==> src/rtl/cre_pkg.sv <==
`timescale 1ns / 1ps
`default_nettype none

package cre_pkg;

    localparam int CHANNELS    = 4;
    localparam int MAX_REPLIES = 8;

    localparam int OP_W    = 2;
    localparam int CHF_W   = 2;
    localparam int ID_W    = 5;
    localparam int DATA_W  = 8;
    localparam int EXP_W   = 4;
    localparam int FRAME_W = 32;
    localparam int TX_W    = 13;
    localparam int ST_W    = 2;
    localparam int ERR_W   = 8;
    localparam int SLOTF_W = 3;

    localparam int PARITY_POS = 22;
    localparam int VALID_POS  = 16;
    localparam int DATA_SHIFT = 5;

    localparam int CH_W   = (CHANNELS > 1) ? $clog2(CHANNELS) : 1;
    localparam int SLOT_W = (MAX_REPLIES > 1) ? $clog2(MAX_REPLIES) : 1;
    localparam int CNT_W  = $clog2(MAX_REPLIES + 1);
    localparam int DEPTH  = CHANNELS * MAX_REPLIES;
    localparam int ADDR_W = (DEPTH > 1) ? $clog2(DEPTH) : 1;
    localparam int FENT_W = DATA_W + 1;

    localparam int IN_TDATA_W  = 56;
    localparam int IN_TUSER_W  = OP_W + CHF_W;
    localparam int OUT_TDATA_W = 32;
    localparam int OUT_TUSER_W = 1 + CHF_W;
    localparam int PADDR_W     = 2;
    localparam int PDATA_W     = 32;

    localparam logic [PADDR_W-1:0] REG_RETRY_LIMIT = 2'd0;
    localparam logic [ERR_W-1:0]   RETRY_RESET     = 8'd3;

    localparam logic [ST_W-1:0] ST_OK      = 2'd0;
    localparam logic [ST_W-1:0] ST_FRAME   = 2'd1;
    localparam logic [ST_W-1:0] ST_TIMEOUT = 2'd2;

    localparam logic KIND_CMD = 1'b0;
    localparam logic KIND_RPT = 1'b1;

    typedef enum logic [OP_W-1:0] {
        OP_START   = 2'd0,
        OP_SENT    = 2'd1,
        OP_REPLY   = 2'd2,
        OP_TIMEOUT = 2'd3
    } t_op;

    typedef enum logic [1:0] {
        PH_IDLE = 2'd0,
        PH_TX   = 2'd1,
        PH_RX   = 2'd2
    } t_phase;

    typedef enum logic [2:0] {
        S_IDLE,
        S_EXEC,
        S_CHK_RD,
        S_CHK_EV,
        S_SEND,
        S_RPT_RD,
        S_RPT_OUT
    } t_state;

    typedef struct packed {
        t_op                op;
        logic [CHF_W-1:0]   ch;
        logic [ID_W-1:0]    id;
        logic [DATA_W-1:0]  data;
        logic [EXP_W-1:0]   exp;
        logic               frm_ok;
        logic [DATA_W-1:0]  frm_byte;
    } t_item;

    typedef struct packed {
        logic                frm_we;
        logic                frm_re;
        logic                dat_we;
        logic                dat_re;
        logic [ADDR_W-1:0]   addr;
        logic [FENT_W-1:0]   frm_wdata;
        logic [DATA_W-1:0]   dat_wdata;
    } t_mem_req;

    typedef struct packed {
        logic               frm_ok;
        logic [DATA_W-1:0]  frm_byte;
        logic [DATA_W-1:0]  dat_byte;
    } t_mem_rsp;

    typedef struct packed {
        logic                kind;
        logic [CHF_W-1:0]    ch;
        logic [TX_W-1:0]     tx_frame;
        logic [ST_W-1:0]     status;
        logic [DATA_W-1:0]   reply_byte;
        logic [SLOTF_W-1:0]  slot;
        logic                last;
    } t_result;

    function automatic logic [ADDR_W-1:0] mem_addr(input logic [CH_W-1:0] ch,
                                                   input logic [SLOT_W-1:0] k);
        return ADDR_W'(32'(ch) * MAX_REPLIES + 32'(k));
    endfunction

endpackage

`default_nettype wire

==> src/rtl/command_response_retry_engine.sv <==
`timescale 1ns / 1ps
`default_nettype none

// channel   | dir | handshake               | payload
// s_axis    | in  | tvalid/tready           | tuser: op, channel; tdata: id, data, exp, frame
// m_axis    | out | tvalid/tready, tlast    | tuser: kind, channel; tdata: frame, status, byte, slot
// apb       | in  | psel/penable, pready=1  | retry_limit at byte address 0
//
// a start passes the idle, exec and send states to its command frame; an unarmed or arming event
// returns to idle after exec; a completing reply reads and checks each stored frame, then reads and
// sends each report entry, one step at a time on the shared slot counter and one port per store
// reset is synchronous; it clears the per-channel state and the data store valid bits
// a stall on m_axis holds the sequencer; no new request is taken until the event is done

module command_response_retry_engine (
    input  wire                               i_clk,
    input  wire                               i_rst_n,
    input  wire                               s_axis_tvalid,
    output logic                              s_axis_tready,
    // cmd_id, cmd_data, expected_replies, reply_frame
    input  wire [cre_pkg::IN_TDATA_W-1:0]     s_axis_tdata,
    // op, channel
    input  wire [cre_pkg::IN_TUSER_W-1:0]     s_axis_tuser,
    output logic                              m_axis_tvalid,
    input  wire                               m_axis_tready,
    // tx_frame, status, reply_byte, slot
    output logic [cre_pkg::OUT_TDATA_W-1:0]   m_axis_tdata,
    // kind, out_channel
    output logic [cre_pkg::OUT_TUSER_W-1:0]   m_axis_tuser,
    output logic                              m_axis_tlast,
    input  wire                               psel,
    input  wire                               penable,
    input  wire                               pwrite,
    input  wire [cre_pkg::PADDR_W-1:0]        paddr,
    input  wire [cre_pkg::PDATA_W-1:0]        pwdata,
    output logic [cre_pkg::PDATA_W-1:0]       prdata,
    output logic                              pready
);

    logic [cre_pkg::ERR_W-1:0] r_retry_limit;
    logic                      r_out_valid;
    cre_pkg::t_result          r_out;

    cre_pkg::t_item            item;
    cre_pkg::t_mem_req         mem_req;
    cre_pkg::t_mem_rsp         mem_rsp;
    cre_pkg::t_result          res;
    logic                      res_valid;
    logic                      res_ready;
    logic [cre_pkg::FRAME_W-1:0] frame;

    always_comb begin
        frame         = s_axis_tdata[48:17];
        item.op       = cre_pkg::t_op'(s_axis_tuser[1:0]);
        item.ch       = s_axis_tuser[3:2];
        item.id       = s_axis_tdata[4:0];
        item.data     = s_axis_tdata[12:5];
        item.exp      = s_axis_tdata[16:13];
        item.frm_ok   = !frame[cre_pkg::PARITY_POS] && frame[cre_pkg::VALID_POS];
        item.frm_byte = frame[cre_pkg::DATA_W-1:0];
    end

    assign pready = 1'b1;
    assign prdata = (paddr == cre_pkg::REG_RETRY_LIMIT)
                    ? cre_pkg::PDATA_W'(r_retry_limit) : '0;

    always_ff @(posedge i_clk) begin
        if (!i_rst_n) begin
            r_retry_limit <= cre_pkg::RETRY_RESET;
        end else if (psel && penable && pwrite && pready
                     && (paddr == cre_pkg::REG_RETRY_LIMIT)) begin
            r_retry_limit <= pwdata[cre_pkg::ERR_W-1:0];
        end
    end

    cre_seq u_seq (
        .i_clk         (i_clk),
        .i_rst_n       (i_rst_n),
        .i_item_valid  (s_axis_tvalid),
        .o_item_ready  (s_axis_tready),
        .i_item        (item),
        .i_retry_limit (r_retry_limit),
        .o_mem_req     (mem_req),
        .i_mem_rsp     (mem_rsp),
        .o_res_valid   (res_valid),
        .i_res_ready   (res_ready),
        .o_res         (res)
    );

    cre_mem u_mem (
        .i_clk   (i_clk),
        .i_rst_n (i_rst_n),
        .i_req   (mem_req),
        .o_rsp   (mem_rsp)
    );

    // output register
    assign res_ready = !r_out_valid || m_axis_tready;

    always_ff @(posedge i_clk) begin
        if (!i_rst_n) begin
            r_out_valid <= 1'b0;
        end else if (res_ready) begin
            r_out_valid <= res_valid;
        end
    end

    always_ff @(posedge i_clk) begin
        if (res_ready && res_valid) begin
            r_out <= res;
        end
    end

    assign m_axis_tvalid = r_out_valid;
    assign m_axis_tlast  = r_out.last;
    assign m_axis_tuser  = {r_out.ch, r_out.kind};
    assign m_axis_tdata  = {6'd0, r_out.slot, r_out.reply_byte, r_out.status, r_out.tx_frame};

endmodule

`default_nettype wire

==> src/rtl/cre_mem.sv <==
`timescale 1ns / 1ps
`default_nettype none

module cre_mem (
    input  wire                      i_clk,
    input  wire                      i_rst_n,
    input  cre_pkg::t_mem_req        i_req,
    output cre_pkg::t_mem_rsp        o_rsp
);

    logic [cre_pkg::FENT_W-1:0] r_frm_mem [cre_pkg::DEPTH];
    logic [cre_pkg::DATA_W-1:0] r_dat_mem [cre_pkg::DEPTH];
    logic [cre_pkg::DEPTH-1:0]  r_dat_vld;
    logic [cre_pkg::FENT_W-1:0] r_frm_q;
    logic [cre_pkg::DATA_W-1:0] r_dat_q;
    logic                       r_dat_vq;

    // frame store: ok flag and data byte per slot
    always_ff @(posedge i_clk) begin
        if (i_req.frm_we) begin
            r_frm_mem[i_req.addr] <= i_req.frm_wdata;
        end
        if (i_req.frm_re) begin
            r_frm_q <= r_frm_mem[i_req.addr];
        end
    end

    always_ff @(posedge i_clk) begin
        if (i_req.dat_we) begin
            r_dat_mem[i_req.addr] <= i_req.dat_wdata;
        end
        if (i_req.dat_re) begin
            r_dat_q  <= r_dat_mem[i_req.addr];
            r_dat_vq <= r_dat_vld[i_req.addr];
        end
    end

    // unwritten data slots read as zero
    always_ff @(posedge i_clk) begin
        if (!i_rst_n) begin
            r_dat_vld <= '0;
        end else if (i_req.dat_we) begin
            r_dat_vld[i_req.addr] <= 1'b1;
        end
    end

    assign o_rsp.frm_ok   = r_frm_q[cre_pkg::DATA_W];
    assign o_rsp.frm_byte = r_frm_q[cre_pkg::DATA_W-1:0];
    assign o_rsp.dat_byte = r_dat_vq ? r_dat_q : '0;

endmodule

`default_nettype wire

==> src/rtl/cre_seq.sv <==
`timescale 1ns / 1ps
`default_nettype none

module cre_seq (
    input  wire                          i_clk,
    input  wire                          i_rst_n,
    input  wire                          i_item_valid,
    output logic                         o_item_ready,
    input  cre_pkg::t_item               i_item,
    input  wire [cre_pkg::ERR_W-1:0]     i_retry_limit,
    output cre_pkg::t_mem_req            o_mem_req,
    input  cre_pkg::t_mem_rsp            i_mem_rsp,
    output logic                         o_res_valid,
    input  wire                          i_res_ready,
    output cre_pkg::t_result             o_res
);

    cre_pkg::t_state                r_state, n_state;
    cre_pkg::t_item                 r_item;
    logic [cre_pkg::CNT_W-1:0]      r_k;
    logic [cre_pkg::ST_W-1:0]       r_status;

    logic [cre_pkg::ID_W-1:0]       r_sid   [cre_pkg::CHANNELS];
    logic [cre_pkg::DATA_W-1:0]     r_sdata [cre_pkg::CHANNELS];
    logic [cre_pkg::EXP_W-1:0]      r_sexp  [cre_pkg::CHANNELS];
    logic [cre_pkg::CNT_W-1:0]      r_rc    [cre_pkg::CHANNELS];
    logic [cre_pkg::ERR_W-1:0]      r_err   [cre_pkg::CHANNELS];
    cre_pkg::t_phase                r_phase [cre_pkg::CHANNELS];

    logic [cre_pkg::CH_W-1:0]       ch_idx;
    logic                           ch_ok;
    cre_pkg::t_phase                cur_phase;
    logic [cre_pkg::EXP_W-1:0]      cur_exp;
    logic [cre_pkg::CNT_W-1:0]      cur_rc;
    logic [cre_pkg::ERR_W-1:0]      err_inc;
    logic [cre_pkg::EXP_W-1:0]      exp_sat;
    logic [cre_pkg::CNT_W-1:0]      rpt_n;
    logic [cre_pkg::CNT_W-1:0]      k_inc;
    logic [cre_pkg::CNT_W-1:0]      rc_after;
    logic                           give_up;
    logic                           exec_start;
    logic                           exec_sent_rpt;
    logic                           exec_sent_arm;
    logic                           exec_reply;
    logic                           reply_store;
    logic                           reply_full;
    logic                           exec_timeout;
    logic                           chk_bad;
    logic                           chk_done_ok;
    logic                           fail_now;
    logic                           fail_report;
    logic                           fail_resend;
    logic                           ok_report;
    logic                           rpt_last;

    // event decode against the channel's saved state
    always_comb begin
        ch_idx    = cre_pkg::CH_W'(r_item.ch);
        ch_ok     = 32'(r_item.ch) < 32'(cre_pkg::CHANNELS);
        cur_phase = r_phase[ch_idx];
        cur_exp   = r_sexp[ch_idx];
        cur_rc    = r_rc[ch_idx];
        err_inc   = r_err[ch_idx] + cre_pkg::ERR_W'(1);
        give_up   = err_inc > i_retry_limit;
        exp_sat   = (32'(r_item.exp) > cre_pkg::MAX_REPLIES)
                    ? cre_pkg::EXP_W'(cre_pkg::MAX_REPLIES) : r_item.exp;
        rpt_n     = (cur_exp == '0) ? cre_pkg::CNT_W'(1) : cre_pkg::CNT_W'(cur_exp);
        k_inc     = r_k + cre_pkg::CNT_W'(1);
        rpt_last  = (k_inc == rpt_n);

        exec_start    = (r_state == cre_pkg::S_EXEC) && ch_ok
                        && (r_item.op == cre_pkg::OP_START);
        exec_sent_rpt = (r_state == cre_pkg::S_EXEC) && ch_ok
                        && (r_item.op == cre_pkg::OP_SENT)
                        && (cur_phase == cre_pkg::PH_TX) && (cur_exp == '0);
        exec_sent_arm = (r_state == cre_pkg::S_EXEC) && ch_ok
                        && (r_item.op == cre_pkg::OP_SENT)
                        && (cur_phase == cre_pkg::PH_TX) && (cur_exp != '0);
        exec_reply    = (r_state == cre_pkg::S_EXEC) && ch_ok
                        && (r_item.op == cre_pkg::OP_REPLY)
                        && (cur_phase == cre_pkg::PH_RX);
        reply_store   = exec_reply && (cur_rc < cre_pkg::CNT_W'(cur_exp));
        rc_after      = reply_store ? (cur_rc + cre_pkg::CNT_W'(1)) : cur_rc;
        reply_full    = exec_reply && (rc_after == cre_pkg::CNT_W'(cur_exp));
        exec_timeout  = (r_state == cre_pkg::S_EXEC) && ch_ok
                        && (r_item.op == cre_pkg::OP_TIMEOUT)
                        && (cur_phase != cre_pkg::PH_IDLE);
        chk_bad       = (r_state == cre_pkg::S_CHK_EV) && !i_mem_rsp.frm_ok;
        chk_done_ok   = (r_state == cre_pkg::S_CHK_EV) && i_mem_rsp.frm_ok
                        && (k_inc == cre_pkg::CNT_W'(cur_exp));
        fail_now      = exec_timeout || chk_bad;
        fail_report   = fail_now && give_up;
        fail_resend   = fail_now && !give_up;
        ok_report     = exec_sent_rpt || chk_done_ok;
    end

    always_comb begin
        n_state = r_state;
        unique case (r_state)
            cre_pkg::S_IDLE: begin
                if (i_item_valid) begin
                    n_state = cre_pkg::S_EXEC;
                end
            end
            cre_pkg::S_EXEC: begin
                if (exec_start || fail_resend) begin
                    n_state = cre_pkg::S_SEND;
                end else if (ok_report || fail_report) begin
                    n_state = cre_pkg::S_RPT_RD;
                end else if (reply_full) begin
                    n_state = cre_pkg::S_CHK_RD;
                end else begin
                    n_state = cre_pkg::S_IDLE;
                end
            end
            cre_pkg::S_CHK_RD: begin
                n_state = cre_pkg::S_CHK_EV;
            end
            cre_pkg::S_CHK_EV: begin
                if (fail_resend) begin
                    n_state = cre_pkg::S_SEND;
                end else if (fail_report || ok_report) begin
                    n_state = cre_pkg::S_RPT_RD;
                end else begin
                    n_state = cre_pkg::S_CHK_RD;
                end
            end
            cre_pkg::S_SEND: begin
                if (i_res_ready) begin
                    n_state = cre_pkg::S_IDLE;
                end
            end
            cre_pkg::S_RPT_RD: begin
                n_state = cre_pkg::S_RPT_OUT;
            end
            cre_pkg::S_RPT_OUT: begin
                if (i_res_ready) begin
                    n_state = rpt_last ? cre_pkg::S_IDLE : cre_pkg::S_RPT_RD;
                end
            end
            default: begin
                n_state = cre_pkg::S_IDLE;
            end
        endcase
    end

    always_comb begin
        o_item_ready = 1'b0;
        o_res_valid  = 1'b0;
        o_mem_req    = '0;
        o_res        = '0;
        o_mem_req.addr = cre_pkg::mem_addr(ch_idx, cre_pkg::SLOT_W'(r_k));
        unique case (r_state)
            cre_pkg::S_IDLE: begin
                o_item_ready = 1'b1;
            end
            cre_pkg::S_EXEC: begin
                o_mem_req.frm_we    = reply_store;
                o_mem_req.addr      = cre_pkg::mem_addr(ch_idx, cre_pkg::SLOT_W'(cur_rc));
                o_mem_req.frm_wdata = {r_item.frm_ok, r_item.frm_byte};
            end
            cre_pkg::S_CHK_RD: begin
                o_mem_req.frm_re = 1'b1;
            end
            cre_pkg::S_CHK_EV: begin
                o_mem_req.dat_we    = 1'b1;
                o_mem_req.dat_wdata = i_mem_rsp.frm_byte;
            end
            cre_pkg::S_SEND: begin
                o_res_valid    = 1'b1;
                o_res.kind     = cre_pkg::KIND_CMD;
                o_res.ch       = r_item.ch;
                o_res.tx_frame = (cre_pkg::TX_W'(r_sdata[ch_idx]) << cre_pkg::DATA_SHIFT)
                                 | cre_pkg::TX_W'(r_sid[ch_idx]);
                o_res.last     = 1'b1;
            end
            cre_pkg::S_RPT_RD: begin
                o_mem_req.dat_re = 1'b1;
            end
            cre_pkg::S_RPT_OUT: begin
                o_res_valid      = 1'b1;
                o_res.kind       = cre_pkg::KIND_RPT;
                o_res.ch         = r_item.ch;
                o_res.status     = r_status;
                o_res.reply_byte = i_mem_rsp.dat_byte;
                o_res.slot       = cre_pkg::SLOTF_W'(r_k);
                o_res.last       = rpt_last;
            end
            default: begin
                o_item_ready = 1'b0;
            end
        endcase
    end

    always_ff @(posedge i_clk) begin
        if (!i_rst_n) begin
            r_state <= cre_pkg::S_IDLE;
        end else begin
            r_state <= n_state;
        end
    end

    always_ff @(posedge i_clk) begin
        if (o_item_ready && i_item_valid) begin
            r_item <= i_item;
        end
        if (ok_report) begin
            r_status <= cre_pkg::ST_OK;
        end else if (fail_report) begin
            r_status <= exec_timeout ? cre_pkg::ST_TIMEOUT : cre_pkg::ST_FRAME;
        end
    end

    // slot counter shared by the frame check and the report walk
    always_ff @(posedge i_clk) begin
        if (!i_rst_n) begin
            r_k <= '0;
        end else if (r_state == cre_pkg::S_EXEC) begin
            r_k <= '0;
        end else if ((r_state == cre_pkg::S_CHK_EV) && (ok_report || fail_report)) begin
            r_k <= '0;
        end else if ((r_state == cre_pkg::S_CHK_EV) && !fail_now) begin
            r_k <= k_inc;
        end else if ((r_state == cre_pkg::S_RPT_OUT) && i_res_ready) begin
            r_k <= k_inc;
        end
    end

    always_ff @(posedge i_clk) begin
        if (!i_rst_n) begin
            for (int i = 0; i < cre_pkg::CHANNELS; i++) begin
                r_sid[i]   <= '0;
                r_sdata[i] <= '0;
                r_sexp[i]  <= '0;
                r_rc[i]    <= '0;
                r_err[i]   <= '0;
                r_phase[i] <= cre_pkg::PH_IDLE;
            end
        end else begin
            if (exec_start) begin
                r_sid[ch_idx]   <= r_item.id;
                r_sdata[ch_idx] <= r_item.data;
                r_sexp[ch_idx]  <= exp_sat;
                r_rc[ch_idx]    <= '0;
                r_phase[ch_idx] <= cre_pkg::PH_TX;
            end
            if (exec_sent_arm) begin
                r_phase[ch_idx] <= cre_pkg::PH_RX;
            end
            if (reply_store) begin
                r_rc[ch_idx] <= rc_after;
            end
            if (fail_resend) begin
                r_err[ch_idx]   <= err_inc;
                r_rc[ch_idx]    <= '0;
                r_phase[ch_idx] <= cre_pkg::PH_TX;
            end
            if (fail_report || ok_report) begin
                r_err[ch_idx]   <= '0;
                r_phase[ch_idx] <= cre_pkg::PH_IDLE;
            end
        end
    end

    a_accept_exec: assert property (@(posedge i_clk) disable iff (!i_rst_n)
        (i_item_valid && o_item_ready) |=> (r_state == cre_pkg::S_EXEC))
        else $error("accepted request not decoded");

    a_rc_bound: assert property (@(posedge i_clk) disable iff (!i_rst_n)
        ((r_state == cre_pkg::S_EXEC) && ch_ok) |-> (cur_rc <= cre_pkg::CNT_W'(cur_exp)))
        else $error("reply count beyond expected count");

    a_cmd_last: assert property (@(posedge i_clk) disable iff (!i_rst_n)
        (o_res_valid && (o_res.kind == cre_pkg::KIND_CMD)) |-> o_res.last)
        else $error("command frame not marked last");

    a_rpt_slot: assert property (@(posedge i_clk) disable iff (!i_rst_n)
        (r_state == cre_pkg::S_RPT_OUT) |-> (r_k < rpt_n))
        else $error("report slot beyond entry count");

endmodule

`default_nettype wire
==> config.mk <==
export PLATFORM = sky130hd
export DESIGN_NAME = command_response_retry_engine
export DESIGN_NICKNAME = d
export VERILOG_FILES = /design/src/rtl/cre_pkg.sv /design/src/rtl/command_response_retry_engine.sv /design/src/rtl/cre_mem.sv /design/src/rtl/cre_seq.sv
export SDC_FILE = /design/constraint.sdc
export NUM_CORES = 1
export LEC_CHECK = 0
export BUFFER_PORTS_ARGS = -buffer_cell sky130_fd_sc_hd__buf_4
export CAP_MARGIN = 20
export CORE_ASPECT_RATIO = 1.25
export CORE_MARGIN = 2
export CORE_UTILIZATION = 55
export CTS_BUF_LIST = sky130_fd_sc_hd__clkbuf_4
export DETAILED_ROUTE_END_ITERATION = 7
export PLACE_DENSITY = 0.74
export SYNTH_ARGS = -nofsm -noshare
export SYNTH_HDL_FRONTEND = slang
export SYNTH_SLANG_ARGS = --single-unit
==> constraint.sdc <==
create_clock -name i_clk -period 8.04 [get_ports i_clk]
set_input_delay 0.402 -clock i_clk [delete_from_list [all_inputs] [get_ports i_clk]]
set_output_delay 0.402 -clock i_clk [all_outputs]
set_load 0.02 [all_outputs]
# --- Word level (Yosys, flattened, before mapping) ---
# Memories as Yosys holds them, arrays and structs flattened. A register that Yosys moved wholly into a read port is not among the register bits.
# Cells that the tools add are included.
word_totals:
  reg_bits: 111
  mem_bits_rw: 668
  inputBits: 101
  out_inout_bits: 71
  elab_cells: 199
  mem_count: 8
op_classes:
  n_addsub: 5
  order_cmp: 5
  n_eq_ne: 17
  n_mux: 81
  bitwise_logic: 9
  n_reduce_logical: 53
mem_list:
  columns: ["memory", "words", "word_bits", "rd", "rd_ports_with_merged_regs", "write_ports", "line_no", "text"]
  rows:
  - ["u_mem.r_frm_mem", 32, 9, 1, 1, 1, "cre_mem.sv:11", "logic [cre_pkg::FENT_W-1:0] r_frm_mem [cre_pkg::DEPTH];"]
  - ["u_mem.r_dat_mem", 32, 8, 1, 1, 1, "cre_mem.sv:12", "logic [cre_pkg::DATA_W-1:0] r_dat_mem [cre_pkg::DEPTH];"]
  - ["u_seq.r_err", 4, 8, 1, 1, 4, "cre_seq.sv:27", "logic [cre_pkg::ERR_W-1:0] r_err [cre_pkg::CHANNELS];"]
  - ["u_seq.r_sdata", 4, 8, 1, 1, 4, "cre_seq.sv:24", "logic [cre_pkg::DATA_W-1:0] r_sdata [cre_pkg::CHANNELS];"]
  - ["u_seq.r_sid", 4, 5, 1, 1, 4, "cre_seq.sv:23", "logic [cre_pkg::ID_W-1:0] r_sid [cre_pkg::CHANNELS];"]
  - ["u_seq.r_rc", 4, 4, 1, 1, 4, "cre_seq.sv:26", "logic [cre_pkg::CNT_W-1:0] r_rc [cre_pkg::CHANNELS];"]
  - ["+2 memories", null, null, null, null, null, null, null]
op_table:
  columns: ["cell", "n"]
  rows:
  - ["2-to-1 mux 8 bit", 5]
  - ["2-to-1 mux 2 bit", 18]
  - ["2-to-1 mux 4 bit", 9]
  - ["2-to-1 mux 1 bit", 34]
  - ["OR 32 bit", 1]
  - ["logical AND 1 bit", 26]
  - ["2-to-1 mux 3 bit", 8]
  - ["one-hot mux 3 bit (7 select lines)", 1]
  - ["OR reduction 8 bit", 2]
  - ["2-to-1 mux 14 bit", 1]
  - ["OR 13 x 5 -> 13 bit", 1]
  - ["== test 4 bit", 3]
  - ["adder 5 x 3 -> 5 bit", 2]
  - ["== test 3 bit (second input constant)", 3]
  - ["adder 4 x 1 -> 4 bit (second input constant)", 2]
  - ["adder 8 x 1 -> 8 bit (second input constant)", 1]
  - ["greater-than comparator 8 bit", 1]
  - ["OR reduction 4 bit", 2]
  - ["== test 2 bit (second input constant)", 3]
  - ["== test 3 x 2 -> 1 bit (second input constant)", 2]
  - ["less-than comparator 5 x 6 -> 1 bit (second input constant)", 1]
  - ["!= test 2 bit (second input constant)", 3]
  - ["OR 1 bit", 6]
  - ["one-hot mux 3 bit (2 select lines)", 1]
  - ["other kinds (22)", 34]

# --- Logic depth before layout (Yosys ltp) ---
logic_depth:
  word_depth: 12
  ltp_mapped: 16

# --- Cells and area by module ---
# Synthesis repeated with hierarchy kept, for this count alone.
unflattened:
  hier_cells: 2032
  area_unflattened_um2: 32477.4
modules_own_cells:
  columns: ["mod", "instances", "cells_each", "area_per_inst_um2", "seq_area_each_um2"]
  rows:
  - ["cre_mem", 1, 1293, 22861.9, 17516.8]
  - ["cre_seq", 1, 625, 8031.5, 4844.6]
  - ["command_response_retry_engine", 1, 114, 1584.0, 1081.0]

# --- Least setup slack after synthesis ---
# Ideal clock, no wire load.
synth_timing:
  kind: "reg2reg"
  startpoint: "register (tool-made name)"
  endpoint: "memory u_seq.r_rc[0][0] (netlist bit) (enable)"
  arrival_ns: 3.538
  required_ns: 7.731
  path_slack_ns: 4.193
  stages_incl_launch_ff: 15
  n_path_buf: 2
  cell_sequence: "dfxtp_1 > buf_6 > buf_12 > mux4_1 > ha_1 > xnor2_1 > inv_1 > ha_1 > a21o_1 > a221o_1 > a221oi_1 > a31o_2 > a211o_1 > nand3_1 > nand2_1"
synth_lines:
  columns: ["item", "line_no"]
  rows:
  - ["end, declared", "cre_seq.sv:26"]

==> flow_summary.json <==
{
  "die_area_um2": 60500,
  "ys_async_sr_fraction_pct": 0,
  "holdCritPathClass": "input pin to flop",
  "yosysTopAreaCellShare_pct": 69.6,
  "tightest_slew_ps": 1180,
  "portBuffers": 87,
  "grt_max_degree": 120,
  "tns_ps": 0,
  "hpwl_um": 49000,
  "grt_overflow": 0,
  "synth_most_common_cell": "edfxtp_1",
  "die_h_um": 274,
  "avgSynthCellArea_um2": 14.9,
  "period_minus_slack_ps": 4930,
  "post_cts.repair.setup_buffers": 0,
  "critPathCapture": "u_mem.r_frm_q[6]",
  "wl_per_cell_um": 23.5,
  "synth_ff_type": "edfxtp_1",
  "gp_congestion": 0.877,
  "fin_ws_ps": 3110,
  "drv_cap": 0,
  "drive_gt1_share_pct": 19.3,
  "io-pin-count": 172,
  "ant_nets": 0,
  "clock_latency_ps": 1050,
  "viasPerCell": 5.95,
  "cts_buffers": 185,
  "area_growth_pct": 14.0,
  "start_util_pct": 55.4,
  "fin_crit_sh_pct": 61.3,
  "cp-end-kind": "flop",
  "ys_warn_count": 0,
  "finClkSkew_ps": 75.6,
  "post-place-ws_ps": 3150,
  "r2r-end": "u_mem.r_frm_q[6]",
  "cp.depth": 8,
  "nets": 2535,
  "leakage_nw": 13.2,
  "slew_headroom_pct": 21.4,
  "path_max_fanout": 93,
  "final_util_pct": 63.1,
  "synth_seq_cells": 798,
  "slowest_delay_ps": 890,
  "vias": 19800,
  "fmax_mhz": 203,
  "drt-total-wl_um": 78200,
  "drc": 0,
  "synth_cells": 2158,
  "ctsHtreeMaxLevel": 4,
  "cts_root_buf": "clkbuf_4",
  "die_w_um": 220,
  "synthTopCellsByArea": "edfxtp_1, mux2i_1, dfxtp_1",
  "rsz0062_at_grt": "false",
  "antenna_found_initial": 2,
  "cts.clk_slew.worst_paths_ps": 70,
  "post_dp_cell_area_um2": 33500,
  "maxSlewViolCount": 0,
  "path_common_cell": "buf_4",
  "synthTopCellsByCount": "edfxtp_1, nor2_1, mux2i_1",
  "yosysTopAreaCell": "edfxtp_1",
  "critPathLaunchType": "flop",
  "rows": 99,
  "power_mw": 8.58,
  "cts_tree": "yes",
  "synth_edf_count": 746,
  "ys_types": 71,
  "cts_sinks": 798,
  "reg2reg_depth": 8,
  "worst-path-buf-inv": 2,
  "crit_chain": "buf_4, mux4_2, mux2_8, buf_4, mux2i_1, o22ai_1, nor4_1, nand4_1",
  "setup_viol": 0,
  "coreArea_um2": 58100,
  "critical_path_required_ps": 8750,
  "yosysSeqAreaShare_pct": 72.8,
  "grt_pass1_vias": 19800,
  "grt_pass1_wl_um": 116000,
  "worstPathArrival_ps": 5640,
  "crit_slowest_cell": "buf_4",
  "cts_buffer_depth": 3,
  "finalHoldViolations": 0,
  "status": "finished clean",
  "drt_iter0_markers": 1997,
  "grtUsageTotal_pct": 26.2,
  "final_area_um2": 36700,
  "syn_area_um2": 32200,
  "critical_path_class": "flop to flop",
  "r2r_slack_ps": 3110,
  "critPathTopFamily": "multiplexers",
  "dr.pass1.iters": 8,
  "powerDensity_nw_per_um2": 234,
  "ir_drop_mv": 0.186
}
## repair_timing
item / 4_1_cts / 5_1_grt
resized for setup: 0 / 0
hold endpoints to repair: 79 / 0
hold buffers: 48 / 0
## placed cells by master, fill, tap and decap left out, types with 9 or more instances in the layout
master and n:
edfxtp_1 746, conb_1 31, and3_1 71, mux4_2 25, o21ai_0 11, o22ai_1 102, nor2_1 211, xnor2_1 13
nand3_1 83, dfxtp_1 51, inv_1 29, dlygate4sd3_1 48, nor4_1 33, mux2i_1 208, nor3_1 17, ha_1 14
xor2_1 9, nand2_1 195, a31oi_1 12, clkinv_1 27, buf_4 123, o21a_1 9, nand4_1 11, a21oi_1 34
and2_1 34, clkbuf_4 287
## worst register-to-register path: stages, from the launching register on
cell and delay [ps]:
dfxtp_2 610, buf_4 470, mux4_2 480, mux2_8 720, buf_4 970, mux2i_1 360
o22ai_1 160, nor4_1 580, nand4_1 270
## routing by layer
layer / vias to the layer above / share of wire [%] / routed length [µm] / track usage [%]
met5: - / 0 / 0 / 0
met3: 229 / 8.3 / 6490 / 6.52
met1: 9693 / 36 / 28000 / 30.4
met4: 0 / 5.1 / 3970 / 14.4
met2: 1040 / 51 / 39700 / 44.3
li1: 8794 / - / - / -
## area by class of cell
| cell class | instances | area [µm²] |
|---|---|---|
| diodes | 2 | 5.00 |
| clock buffers | 287 | 2150 |
| clock inverters | 44 | 318 |
| fillers | 4109 | 21400 |
| inverters | 31 | 116 |
| multi-input cells | 1218 | 8040 |
| flip-flops and latches | 798 | 23400 |
| well taps | 757 | 947 |
| repair buffers | 186 | 1660 |
## logic make-up after synthesis
kind of cell / after synthesis / synth area share [%]
adders and majority gates: 14 / 0.544
and+or+nand+nor: 694 / 10.0
other: 2 / 0.0233
DFF: 798 / 72.8
xor gates and xnor gates: 23 / 0.669
AOI/OAI and AO/OA: 209 / 4.18
muxes: 247 / 9.01
buffers and inverters: 171 / 2.70
## power by group
| part | internal [mW] | switching, mW |
|---|---|---|
| clock | 1.75 | 1.56 |
| sequential | 4.59 | 0.0306 |
| combinational | 0.229 | 0.420 |
## flip-flops by register name, summed over array words and instances (netlist names), 9 cells and up, named ones only
name,cells
u_mem.r_frm_mem,288
u_seq.r_rc,16
u_mem.r_dat_mem,256
m_axis_tdata,26
u_seq.r_sid,20
u_mem.r_dat_vld,32
u_seq.r_err,32
u_seq.r_sdata,32
u_mem.r_frm_q,9
u_seq.r_item,28
u_seq.r_sexp,16
## stage by stage
step           instances  hold WS [ps]
6_report            3323          92.4
5_1_grt             3323          43.0
4_1_cts             3309          1.10
3_5_place_dp        2930           455
3_3_place_gp        2923           434
2_1_floorplan       2187           417
## worst min-delay path by stage
stage / cells after the start / slack, ps / end / from
CTS: 2 / 1 / u_seq.r_item[20] / s_axis_tdata[12]
detailed placement: 1 / 450 / u_mem.r_dat_vld[13] / u_mem.r_dat_vld[13]
finish: 2 / 90 / u_seq.r_item[29] / s_axis_tuser[1]
global route: 2 / 40 / u_seq.r_item[29] / s_axis_tuser[1]
global placement: 2 / 430 / u_seq.r_status[1] / u_seq.r_status[1]
floorplan: 2 / 420 / u_seq.r_status[1] / u_seq.r_status[1]
No activity file was read; power rests on OpenSTA's default activity.
